===== config.mk =====
export PLATFORM = sky130hd
export DESIGN_NAME = modbus_read_response_parser
export DESIGN_NICKNAME = d
export VERILOG_FILES = /design/src/hdl/mrp_pkg.sv /design/src/hdl/mrp_crc_byte.sv /design/src/hdl/mrp_frame_fsm.sv /design/src/hdl/modbus_read_response_parser.sv
export SDC_FILE = /design/constraint.sdc
export NUM_CORES = 1
export LEC_CHECK = 0
export BUFFER_PORTS_ARGS = -buffer_cell sky130_fd_sc_hd__buf_4
export CAP_MARGIN = 40
export CORE_MARGIN = 8
export CORE_UTILIZATION = 25
export CTS_BUF_LIST = sky130_fd_sc_hd__clkbuf_16
export DETAILED_ROUTE_END_ITERATION = 10
export PLACE_DENSITY_LB_ADDON = 0.15
export SLEW_MARGIN = 20
export SYNTH_ARGS = -nofsm -noshare
export SYNTH_HDL_FRONTEND = slang
export SYNTH_HIERARCHICAL = 1
export SYNTH_SLANG_ARGS = --single-unit

===== constraint.sdc =====
create_clock -name clk -period 3.6 [get_ports clk]
set_input_delay 0.72 -clock clk [delete_from_list [all_inputs] [get_ports clk]]
set_output_delay 0.72 -clock clk [all_outputs]
set_load 0.02 [all_outputs]

===== src/hdl/mrp_pkg.sv =====
`default_nettype none

package mrp_pkg;

  typedef enum logic [2:0] {
    PH_ADDR,
    PH_FUNC,
    PH_COUNT,
    PH_DATA,
    PH_CRCLO,
    PH_CRCHI
  } phase_t;

  localparam logic [7:0]  FUNC_READ_HOLDING = 8'h03;
  localparam logic [7:0]  DATA_BYTE_COUNT   = 8'h04;
  localparam logic [15:0] CRC_POLY          = 16'hA001;
  localparam logic [15:0] CRC_INIT          = 16'hFFFF;

  typedef struct packed {
    logic       valid;
    logic [7:0] data;
  } rx_xfer_t;

endpackage

`default_nettype wire


===== src/hdl/mrp_crc_byte.sv =====
`default_nettype none

module mrp_crc_byte (
  input  wire logic [15:0] crc_in,
  input  wire logic [7:0]  data_in,
  output logic      [15:0] crc_out
);

  // reflected crc16, one byte per cycle as eight unrolled bit steps
  always_comb begin
    logic [15:0] c;
    c = crc_in ^ {8'h00, data_in};
    for (int k = 0; k < 8; k++) begin
      if (c[0]) begin
        c = (c >> 1) ^ mrp_pkg::CRC_POLY;
      end else begin
        c = c >> 1;
      end
    end
    crc_out = c;
  end

endmodule

`default_nettype wire


===== src/hdl/mrp_frame_fsm.sv =====
`default_nettype none

module mrp_frame_fsm #(
  parameter int NUM_SENSORS = 6
) (
  input  wire logic             clk,
  input  wire logic             rst_n,
  input  wire mrp_pkg::rx_xfer_t rx,
  output logic                  rx_ready,
  output logic                  out_valid,
  input  wire logic             out_ready,
  output logic                  out_frame_status,
  output logic [2:0]            out_sensor_index,
  output logic signed [31:0]    out_raw_force
);

  mrp_pkg::phase_t phase_r, phase_nxt;
  logic [7:0]  slave_r, slave_nxt;
  logic [1:0]  pos_r, pos_nxt;
  logic [15:0] crc_r, crc_nxt;
  logic [7:0]  crclo_r;
  logic [7:0]  payload_r [4];
  logic [15:0] crc_new;
  logic        addr_ok;
  logic        emit;
  logic        fire;
  logic        crc_ok;
  logic        out_valid_r;
  logic        status_r;
  logic [2:0]  index_r;
  logic [31:0] force_r;

  mrp_crc_byte u_crc (
    .crc_in  (crc_r),
    .data_in (rx.data),
    .crc_out (crc_new)
  );

  assign addr_ok  = (rx.data != 8'h00) && (rx.data <= 8'(NUM_SENSORS));
  // a result can only leave the last crc byte when the output slot frees up
  assign rx_ready = (phase_r != mrp_pkg::PH_CRCHI) || !out_valid_r || out_ready;
  assign fire     = rx.valid && rx_ready;
  assign crc_ok   = ({rx.data, crclo_r} == crc_r);

  always_comb begin
    phase_nxt = phase_r;
    unique case (phase_r)
      mrp_pkg::PH_ADDR:  if (addr_ok) phase_nxt = mrp_pkg::PH_FUNC;
      mrp_pkg::PH_FUNC:  phase_nxt = (rx.data == mrp_pkg::FUNC_READ_HOLDING) ?
                                     mrp_pkg::PH_COUNT : mrp_pkg::PH_ADDR;
      mrp_pkg::PH_COUNT: phase_nxt = (rx.data == mrp_pkg::DATA_BYTE_COUNT) ?
                                     mrp_pkg::PH_DATA : mrp_pkg::PH_ADDR;
      mrp_pkg::PH_DATA:  if (pos_r == 2'd3) phase_nxt = mrp_pkg::PH_CRCLO;
      mrp_pkg::PH_CRCLO: phase_nxt = mrp_pkg::PH_CRCHI;
      default:           phase_nxt = mrp_pkg::PH_ADDR;
    endcase
  end

  always_comb begin
    slave_nxt = slave_r;
    pos_nxt   = pos_r;
    crc_nxt   = crc_r;
    emit      = 1'b0;
    unique case (phase_r)
      mrp_pkg::PH_ADDR: begin
        if (addr_ok) begin
          slave_nxt = rx.data;
          pos_nxt   = 2'd0;
          crc_nxt   = crc_new;
        end
      end
      mrp_pkg::PH_FUNC: begin
        if (rx.data == mrp_pkg::FUNC_READ_HOLDING) begin
          crc_nxt = crc_new;
        end else begin
          slave_nxt = 8'h00;
          pos_nxt   = 2'd0;
          crc_nxt   = mrp_pkg::CRC_INIT;
        end
      end
      mrp_pkg::PH_COUNT: begin
        pos_nxt = 2'd0;
        if (rx.data == mrp_pkg::DATA_BYTE_COUNT) begin
          crc_nxt = crc_new;
        end else begin
          slave_nxt = 8'h00;
          crc_nxt   = mrp_pkg::CRC_INIT;
        end
      end
      mrp_pkg::PH_DATA: begin
        crc_nxt = crc_new;
        pos_nxt = pos_r + 2'd1;
      end
      mrp_pkg::PH_CRCLO: begin
      end
      mrp_pkg::PH_CRCHI: begin
        emit      = 1'b1;
        slave_nxt = 8'h00;
        pos_nxt   = 2'd0;
        crc_nxt   = mrp_pkg::CRC_INIT;
      end
      default: begin
        slave_nxt = 8'h00;
        pos_nxt   = 2'd0;
        crc_nxt   = mrp_pkg::CRC_INIT;
      end
    endcase
  end

  always_ff @(posedge clk) begin
    if (!rst_n) begin
      phase_r     <= mrp_pkg::PH_ADDR;
      slave_r     <= 8'h00;
      pos_r       <= 2'd0;
      crc_r       <= mrp_pkg::CRC_INIT;
      out_valid_r <= 1'b0;
    end else begin
      if (fire) begin
        phase_r <= phase_nxt;
        slave_r <= slave_nxt;
        pos_r   <= pos_nxt;
        crc_r   <= crc_nxt;
      end
      if (fire && emit) begin
        out_valid_r <= 1'b1;
      end else if (out_ready) begin
        out_valid_r <= 1'b0;
      end
    end
  end

  always_ff @(posedge clk) begin
    if (fire && (phase_r == mrp_pkg::PH_DATA)) begin
      payload_r[pos_r] <= rx.data;
    end
    if (fire && (phase_r == mrp_pkg::PH_CRCLO)) begin
      crclo_r <= rx.data;
    end
    if (fire && emit) begin
      status_r <= !crc_ok;
      index_r  <= 3'(slave_r - 8'd1);
      force_r  <= crc_ok ? {payload_r[2], payload_r[3], payload_r[0], payload_r[1]} : 32'h0;
    end
  end

  assign out_valid        = out_valid_r;
  assign out_frame_status = status_r;
  assign out_sensor_index = index_r;
  assign out_raw_force    = signed'(force_r);

endmodule

`default_nettype wire


===== src/hdl/modbus_read_response_parser.sv =====
// modbus rtu read-holding-registers reply parser
//
// in channel: one received byte per transaction (in_valid / in_ready).
// out channel: one result per good or bad-crc frame (out_valid / out_ready):
//   status (0 ok, 1 crc mismatch with raw_force forced to 0), sensor index
//   (address minus one) and the signed 32-bit value.
// throughput: one byte per cycle while in_ready is high; the crc advances a
// whole byte per cycle through an unrolled eight-step update between the
// input register and the frame state registers.
// output: the result is valid on the cycle after the final crc byte leaves
// the input register.
// reset: parser waits for an address byte, crc at all ones, no result held.
// stall: a waiting result holds the output register; bytes keep flowing
// until the final crc byte of the next frame, which waits in the input
// register with in_ready low until the result slot frees.
`default_nettype none

module modbus_read_response_parser #(
  parameter int NUM_SENSORS = 6
) (
  input  wire logic              clk,
  input  wire logic              rst_n,
  input  wire logic              in_valid,
  output logic                   in_ready,
  input  wire logic [7:0]        in_rx_byte,
  output logic                   out_valid,
  input  wire logic              out_ready,
  output logic                   out_frame_status,
  output logic [2:0]             out_sensor_index,
  output logic signed [31:0]     out_raw_force
);

  logic              s1_valid_r;
  logic [7:0]        s1_data_r;
  logic              rx_ready;
  mrp_pkg::rx_xfer_t rx;

  assign in_ready = !s1_valid_r || rx_ready;
  assign rx.valid = s1_valid_r;
  assign rx.data  = s1_data_r;

  always_ff @(posedge clk) begin
    if (!rst_n) begin
      s1_valid_r <= 1'b0;
    end else if (in_valid && in_ready) begin
      s1_valid_r <= 1'b1;
    end else if (rx_ready) begin
      s1_valid_r <= 1'b0;
    end
  end

  always_ff @(posedge clk) begin
    if (in_valid && in_ready) begin
      s1_data_r <= in_rx_byte;
    end
  end

  mrp_frame_fsm #(
    .NUM_SENSORS (NUM_SENSORS)
  ) u_fsm (
    .clk              (clk),
    .rst_n            (rst_n),
    .rx               (rx),
    .rx_ready         (rx_ready),
    .out_valid        (out_valid),
    .out_ready        (out_ready),
    .out_frame_status (out_frame_status),
    .out_sensor_index (out_sensor_index),
    .out_raw_force    (out_raw_force)
  );

  a_bad_crc_zero: assert property (@(posedge clk) disable iff (!rst_n)
    (out_valid && out_frame_status) |-> (out_raw_force == 32'sd0))
    else $error("crc mismatch result carries a nonzero value");

  a_stall_cause: assert property (@(posedge clk) disable iff (!rst_n)
    !in_ready |-> (s1_valid_r && out_valid && !out_ready))
    else $error("input stalled without a blocked result");

  a_index_range: assert property (@(posedge clk) disable iff (!rst_n)
    out_valid |-> ((NUM_SENSORS > 8) || (int'(out_sensor_index) < NUM_SENSORS)))
    else $error("sensor index outside the configured range");

endmodule

`default_nettype wire

==> results.md, run 1 <==
- Seq/Total Area, Yosys: 0.660
- Synth area leader: edfxtp_1
- Maximum vdd drop: 0.000184 V
- Pin count of the biggest net entering global routing: 37
- Worst-Margin Slew: 0.533 ns
- CP required: 2.88 ns
- Initial antenna violation count: 0
- Kind of critical path: reg2out
- Wirelength per Cell: around 15 microns
- Most common cell in the synthesized netlist: edfxtp_1
- Die area: 23000 sq um
- Vias in the first global route: about 2700
- Hold Path Cell Cnt: 2
- Post-synthesis register bit count: 110
- CTS Hold Bufs: 0
- Starting density of the core: 0.256
- Final instance area: around 5500 sq um
- Max Cap Viol: 0
- Vias: 2574
- Area grow syn2layout: 20.0%
- WP buf/inv: 1
- Core area: approximately 18000 sq um
- Reg2reg end: u_fsm/crc_r[0]$_SDFFE_PN1P_
- Startpoint types: flop
- Layout cells sized above 1: 0.267
- Total Wirelength: 9470 microns
- Number of synthesized flops with an enable pin: 84
- PD cells: around 460 nW/um^2
- Max Clk Rate: between 400 and 500 MHz
- Worst slew margin: 0.645
- NumNets Final: approximately 400
- Worst Skew: 0.00759 ns
- Clock slew at reported path FFs: 0.07 ns
- Total chip power: 2.57 mW
- Final Hold Viols: 0
- CP peak stage delay: 0.52 ns
- CTS tree: done
- Status: finished clean
- CTS sink cnt: 110
- Worst hold endpoint: u_fsm/slave_r[0]$_SDFFE_PN0P_
- Non-filler cells, final: a little over 600
- CP cell instances: nand3b_1, or2_2, nand2b_4, buf_4
- GRT overflow: 0
- Synth warn: 6
- Worst reg-to-reg setup slack: ~1.3 ns
- Static Leak: 1.81 nW
- Final Cycle Share: 0.675
- Final setup viols: 0
- Asr flop ratio synth: 0
- Post-synthesis average cell area: between 10 and 15 sq um
- CP max-delay cell: dfxtp_1
- # port buffers: 49
- Area post-placement: 5230 sq um
- Setup TNS: 0 ns
- Hold_sp: u_fsm/slave_r[0]$_SDFFE_PN0P_
- Yosys top cell area share: 0.547
- Cts repair resizes: 0
- Post-DP HPWL: 6710 microns
- CP Data Arrival Time: roughly 1.7 ns
- Endpoint class of the critical path: primary output
- FP Rows: between 40 and 50
- Unrepaired setup endpoints after global routing: no
- Number of H-tree levels: 3
- Synth area leaders: edfxtp_1, dfxtp_1, xnor2_1
- Via density: approximately 4.2
- Num CTS Buffers: 9
- Maximum clock path buffer count: 2
- Synthesized instance count: between 300 and 400
- Worst-skew pair later-pin latency: 0.34 ns
- Chip Width: 152 microns
- All-Layer GR Usage: 0.0840
- Mapped Area: 4610 sq um
- Synth cell types: 51
- Post-CTS Setup Bufs: 0
- Syn_nets: 349
- Ys flop type: edfxtp_1
- Root Driver: clkbuf_16
- # diodes: 0
- Filler cell count: 1832
- Top cells by count, synth: edfxtp_1, and2_1, xnor2_1, dfxtp_1, nor2_1
- Largest delay share family, worst path: simple AND/OR/NAND/NOR gates
- Die H: approximately 150 microns
- Slew Viols, Final: 0
- Inst Count DP: 601
- Reg2Reg Launch Point: s1_data_r[3]$_DFFE_PP_
- DRT antenna net count: 0
- Hold Path Class: reg2reg
- GPL Wtd Cong: 0.760
- DRC errors left: 0
- Initial DRC count: between 150 and 200
- IO Pins: 50
- Initial DRT Pass Iterations: 6
- Tmin final: 2.43 ns
- First-pass GRT wire length: 15400 microns
- Crit-path max FO: 10
- FF-to-FF path depth: 6
[through the flow]
step / utilization / setup WS, ns / hold slack [ns]
floorplan: - / 0.598 / 0.446
global placement: 0.290 / 1.26 / 0.465
detailed placement: 0.290 / 1.24 / 0.471
CTS: 0.306 / 1.16 / 0.482
global route: 0.307 / 1.08 / 0.511
finish: 0.307 / 1.17 / 0.482
[power breakdown]
| group | total (mW) | switching (mW) | leakage, nW | internal (mW) |
|---|---|---|---|---|
| combinational | 0.190 | 0.103 | 0.768 | 0.0870 |
| sequential | 1.41 | 0.0331 | 0.895 | 1.38 |
| clock | 0.967 | 0.479 | 0.145 | 0.487 |
[sequential cells by signal (all words and copies together), names as in the netlist]
name	count
u_fsm/out_frame_status	1
u_fsm/out_raw_force	32
s1_valid_r	1
u_fsm/out_sensor_index	3
u_fsm/payload_r	32
u_fsm/crclo_r	8
u_fsm/phase_r	3
u_fsm/pos_r	2
u_fsm/out_valid	1
s1_data_r	8
u_fsm/slave_r	3
u_fsm/crc_r	16
[kinds of logic (layout without fill, tap and decap cells)]
kind of cell,Yosys count,after routing,share of synthesized area
and+or+nand+nor,114,114,0.152
DFF,110,110,0.660
xor gates and xnor gates,38,38,0.0787
AOI/OAI and AO/OA,37,37,0.0592
buffers and inverters,26,83,0.0320
adders and majority gates,5,5,0.0136
muxes,2,2,0.00434
[metal layers]
layer / vias to the layer above / wire length [microns] / GRT usage
li1: 1275 / - / -
met1: 1246 / 4460 / 0.107
met2: 48 / 4540 / 0.135
met3: 5 / 372 / 0.0229
met4: 0 / 100 / 0.0283
met5: - / 0 / 0
[area by class of cell]
cell class / count / area, sq um / share of cell area
timing repair buffer: 58 / 439 / 0.0794
clock buffer: 9 / 225 / 0.0407
multi-input combinational: 196 / 1440 / 0.260
inverter: 9 / 33.8 / 0.00611
clock inverter: 7 / 67.6 / 0.0122
sequential: 110 / 3040 / 0.550
tap: 229 / 287 / 0.0518
[placed cells by master (no fill, tap or decap), types with 2 or more instances in the layout]
master,instances
edfxtp_1,84
buf_4,57
and2_1,36
xnor2_1,28
dfxtp_1,26
nor2_1,22
o21ai_1,19
nor3_2,10
inv_1,9
clkbuf_16,9
nand2_1,9
xor2_1,8
nor3_1,8
nand4_1,5
nand3_1,5
ha_1,5
o311ai_1,3
inv_6,2
clkinv_4,2
o21ai_0,2
or2_2,2
nor2b_1,2
a21oi_1,2
mux2i_1,2
[tightest hold or removal path: stages (launching register included)]
cell and delay, ns:
dfxtp_1 0.32, o311ai_1 0.07, o21ai_1 0.06
[worst max path at each step]
| stage | start | end | slack, ns | cells after the start |
|---|---|---|---|---|
| final | u_fsm/phase_r[0]$_SDFFE_PN0P_ | in_ready | 1.17 | 4 |
| after CTS | u_fsm/phase_r[0]$_SDFFE_PN0P_ | in_ready | 1.16 | 4 |
| after global placement | out_ready | in_ready | 1.26 | 5 |
| after floorplan | out_ready | u_fsm/out_frame_status$_DFFE_PP_ | 0.60 | 3 |
| after detailed placement | out_ready | u_fsm/payload_r[3][7]$_DFFE_PP_ | 1.24 | 6 |
| after global routing | u_fsm/phase_r[0]$_SDFFE_PN0P_ | in_ready | 1.08 | 4 |
No activity file was read; power rests on OpenSTA's default activity.
==> run 2, diff against run 1 <==
clock period = 2.19 ns   (was 3.6 ns; I/O delays follow)
==> results.md, run 2 (same netlist as run 1, synthesis figures left out) <==
- Unrepaired setup endpoints after global routing: yes
- Initial DRC count: between 100 and 150
- Area used by multi-input combinational logic: 1450 sq um
- Via density: 4.15
- Sequential cell fraction of total power: 0.531
- Final Cycle Share: 0.970
- Flip-flop and latch area: 3050 sq um
- Static Leak: 1.94 nW
- GPL Wtd Cong: 0.732
- Number of H-tree levels: 3
- # diodes: 0
- Status: finished clean
- Sw Share: 0.230
- CP peak stage delay: approximately 0.42 ns
- Post-DP HPWL: 7120 microns
- Most frequent cells in the layout: edfxtp_1, buf_4, and2_1
- Largest delay share family, worst path: simple AND/OR/NAND/NOR gates
- Worst slew margin: 0.714
- Final instance area: 5770 sq um
- Crit-path max FO: 10
- FP Rows: 49
- Die H: 152 microns
- Area grow syn2layout: 25.1%
- NumNets Final: 425
- Slew Viols, Final: 0
- Most common cell after layout, fill and taps aside: edfxtp_1
- Startpoint types: flop
- Pin count of the biggest net entering global routing: 37
- Wirelength per Cell: between 15 and 20 microns
- GRT overflow: 0
- Layout cells sized above 1: 0.315
- Area post-placement: 5450 sq um
- CTS tree: done
- CP cell instances: nand3b_1, or2_2, nand2b_4, buf_4
- Hold Path Class: in2reg
- Maximum clock path buffer count: 2
- Non-filler cells, final: 642
- Vias: 2663
- CTS sink cnt: 110
- Initial antenna violation count: 0
- Worst-Margin Slew: 0.430 ns
- Tmin final: about 2.1 ns
- Vias in the first global route: 2700
- Max Clk Rate: roughly 470 MHz
- Psw: between 0.9 and 1 mW
- Chip Width: 152 microns
- Kind of critical path: reg2out
- All-Layer GR Usage: 0.0880
- Initial DRT Pass Iterations: 4
- Final Hold Viols: 0
- Clock power share: 0.381
- Setup TNS: 0 ns
- First-pass GRT wire length: between 15000 and 20000 microns
- WP buf/inv: 1
- Worst-skew pair later-pin latency: about 0.35 ns
- Maximum vdd drop: 0.000338 V
- CP Data Arrival Time: 1.69 ns
- Core area: 18000 sq um
- PD cells: 753 nW/um^2
- Total Wirelength: ~10000 microns
- Clock slew at reported path FFs: 0.08 ns
- Logic pwr share: 0.088
- IO Pins: 50
- CP required: 1.75 ns
- Num CTS Buffers: 9
- Internal: 3.34 mW
- Final setup viols: 0
- Root Driver: clkbuf_16
- Max Cap Viol: 0
- Inst Count DP: 625
- Endpoint class of the critical path: primary output
- Die area: 23000 sq um
- Worst Skew: 0.00718 ns
- DRC errors left: 0
- Filler cell count: 1821
- CP max-delay cell: dfxtp_1
- DRT antenna net count: 0
- # port buffers: 49
- Starting density of the core: 0.256
==> run 2: cell count changes in the layout (fill, tap and decap cells not counted), sizes merged <==
cell / before / now
inv: 12 / 13
buf: 58 / 82
clkinvlp: 0 / 1
bufinv: 0 / 1
clkinv: 4 / 1
==> run 2: per-stage QoR <==
stage	hold WS (ns)	setup slack (ns)	total power [mW]	util
after floorplan	0.446	0.0540	2.59	-
after global placement	0.466	0.0349	2.74	0.302
after detailed placement	0.466	0.0913	2.73	0.302
after CTS	0.244	0.00491	4.40	0.319
after global routing	0.236	-0.0176	4.51	0.320
final	0.258	0.0660	4.34	0.320
==> run 2: power groups by stage <==
stage | registers [mW] | clock network [mW] | logic, mW
floorplan | 2.35 | 0 | 0.248
global placement | 2.35 | 0 | 0.387
detailed placement | 2.35 | 0 | 0.381
CTS | 2.31 | 1.71 | 0.383
global route | 2.31 | 1.79 | 0.414
finish | 2.30 | 1.66 | 0.382
==> run 2: repair_timing <==
item                       4_1_cts  5_1_grt
hold buffers                     0        0
setup endpoints to repair        0        4
buffers inserted                 0        1
gates resized for setup          0        4
==> run 2: routing by layer <==
layer	routed length [microns]	track usage	up-vias	part of all wire
li1	-	-	1327	-
met1	4650	0.108	1278	0.47
met2	4710	0.141	49	0.47
met3	461	0.0262	9	0.046
met4	162	0.0387	0	0.016
met5	0	0	-	0
==> run 2: worst register-to-register path, stage by stage (launching register included) <==
cell	delay, ns
edfxtp_1	0.47
xnor2_2	0.23
xor2_1	0.23
xor3_2	0.52
xnor3_1	0.19
nor3_1	0.18
o21ai_1	0.09
==> run 2: final timing paths <==
check                                      from                             to  slack (ns)  cells past startpoint
hold reg to reg   u_fsm/slave_r[1]$_SDFFE_PN0P_  u_fsm/slave_r[1]$_SDFFE_PN0P_        0.48                      2
setup / recovery  u_fsm/phase_r[1]$_SDFFE_PN0P_                       in_ready        0.07                      4
hold / removal                    in_rx_byte[7]         s1_data_r[7]$_DFFE_PP_        0.26                      1
setup reg to reg         s1_data_r[3]$_DFFE_PP_    u_fsm/crc_r[0]$_SDFFE_PN1P_        0.16                      6
==> run 2: cell type report <==
class | count | share of cell area
Inverter | 9 | 0.00586
Timing Repair Buffer | 82 | 0.113
Clock buffer | 9 | 0.0391
Multi-Input combinational cell | 196 | 0.252
Tap cell | 229 | 0.0497
Clock inverter | 7 | 0.0124
Sequential cell | 110 | 0.528
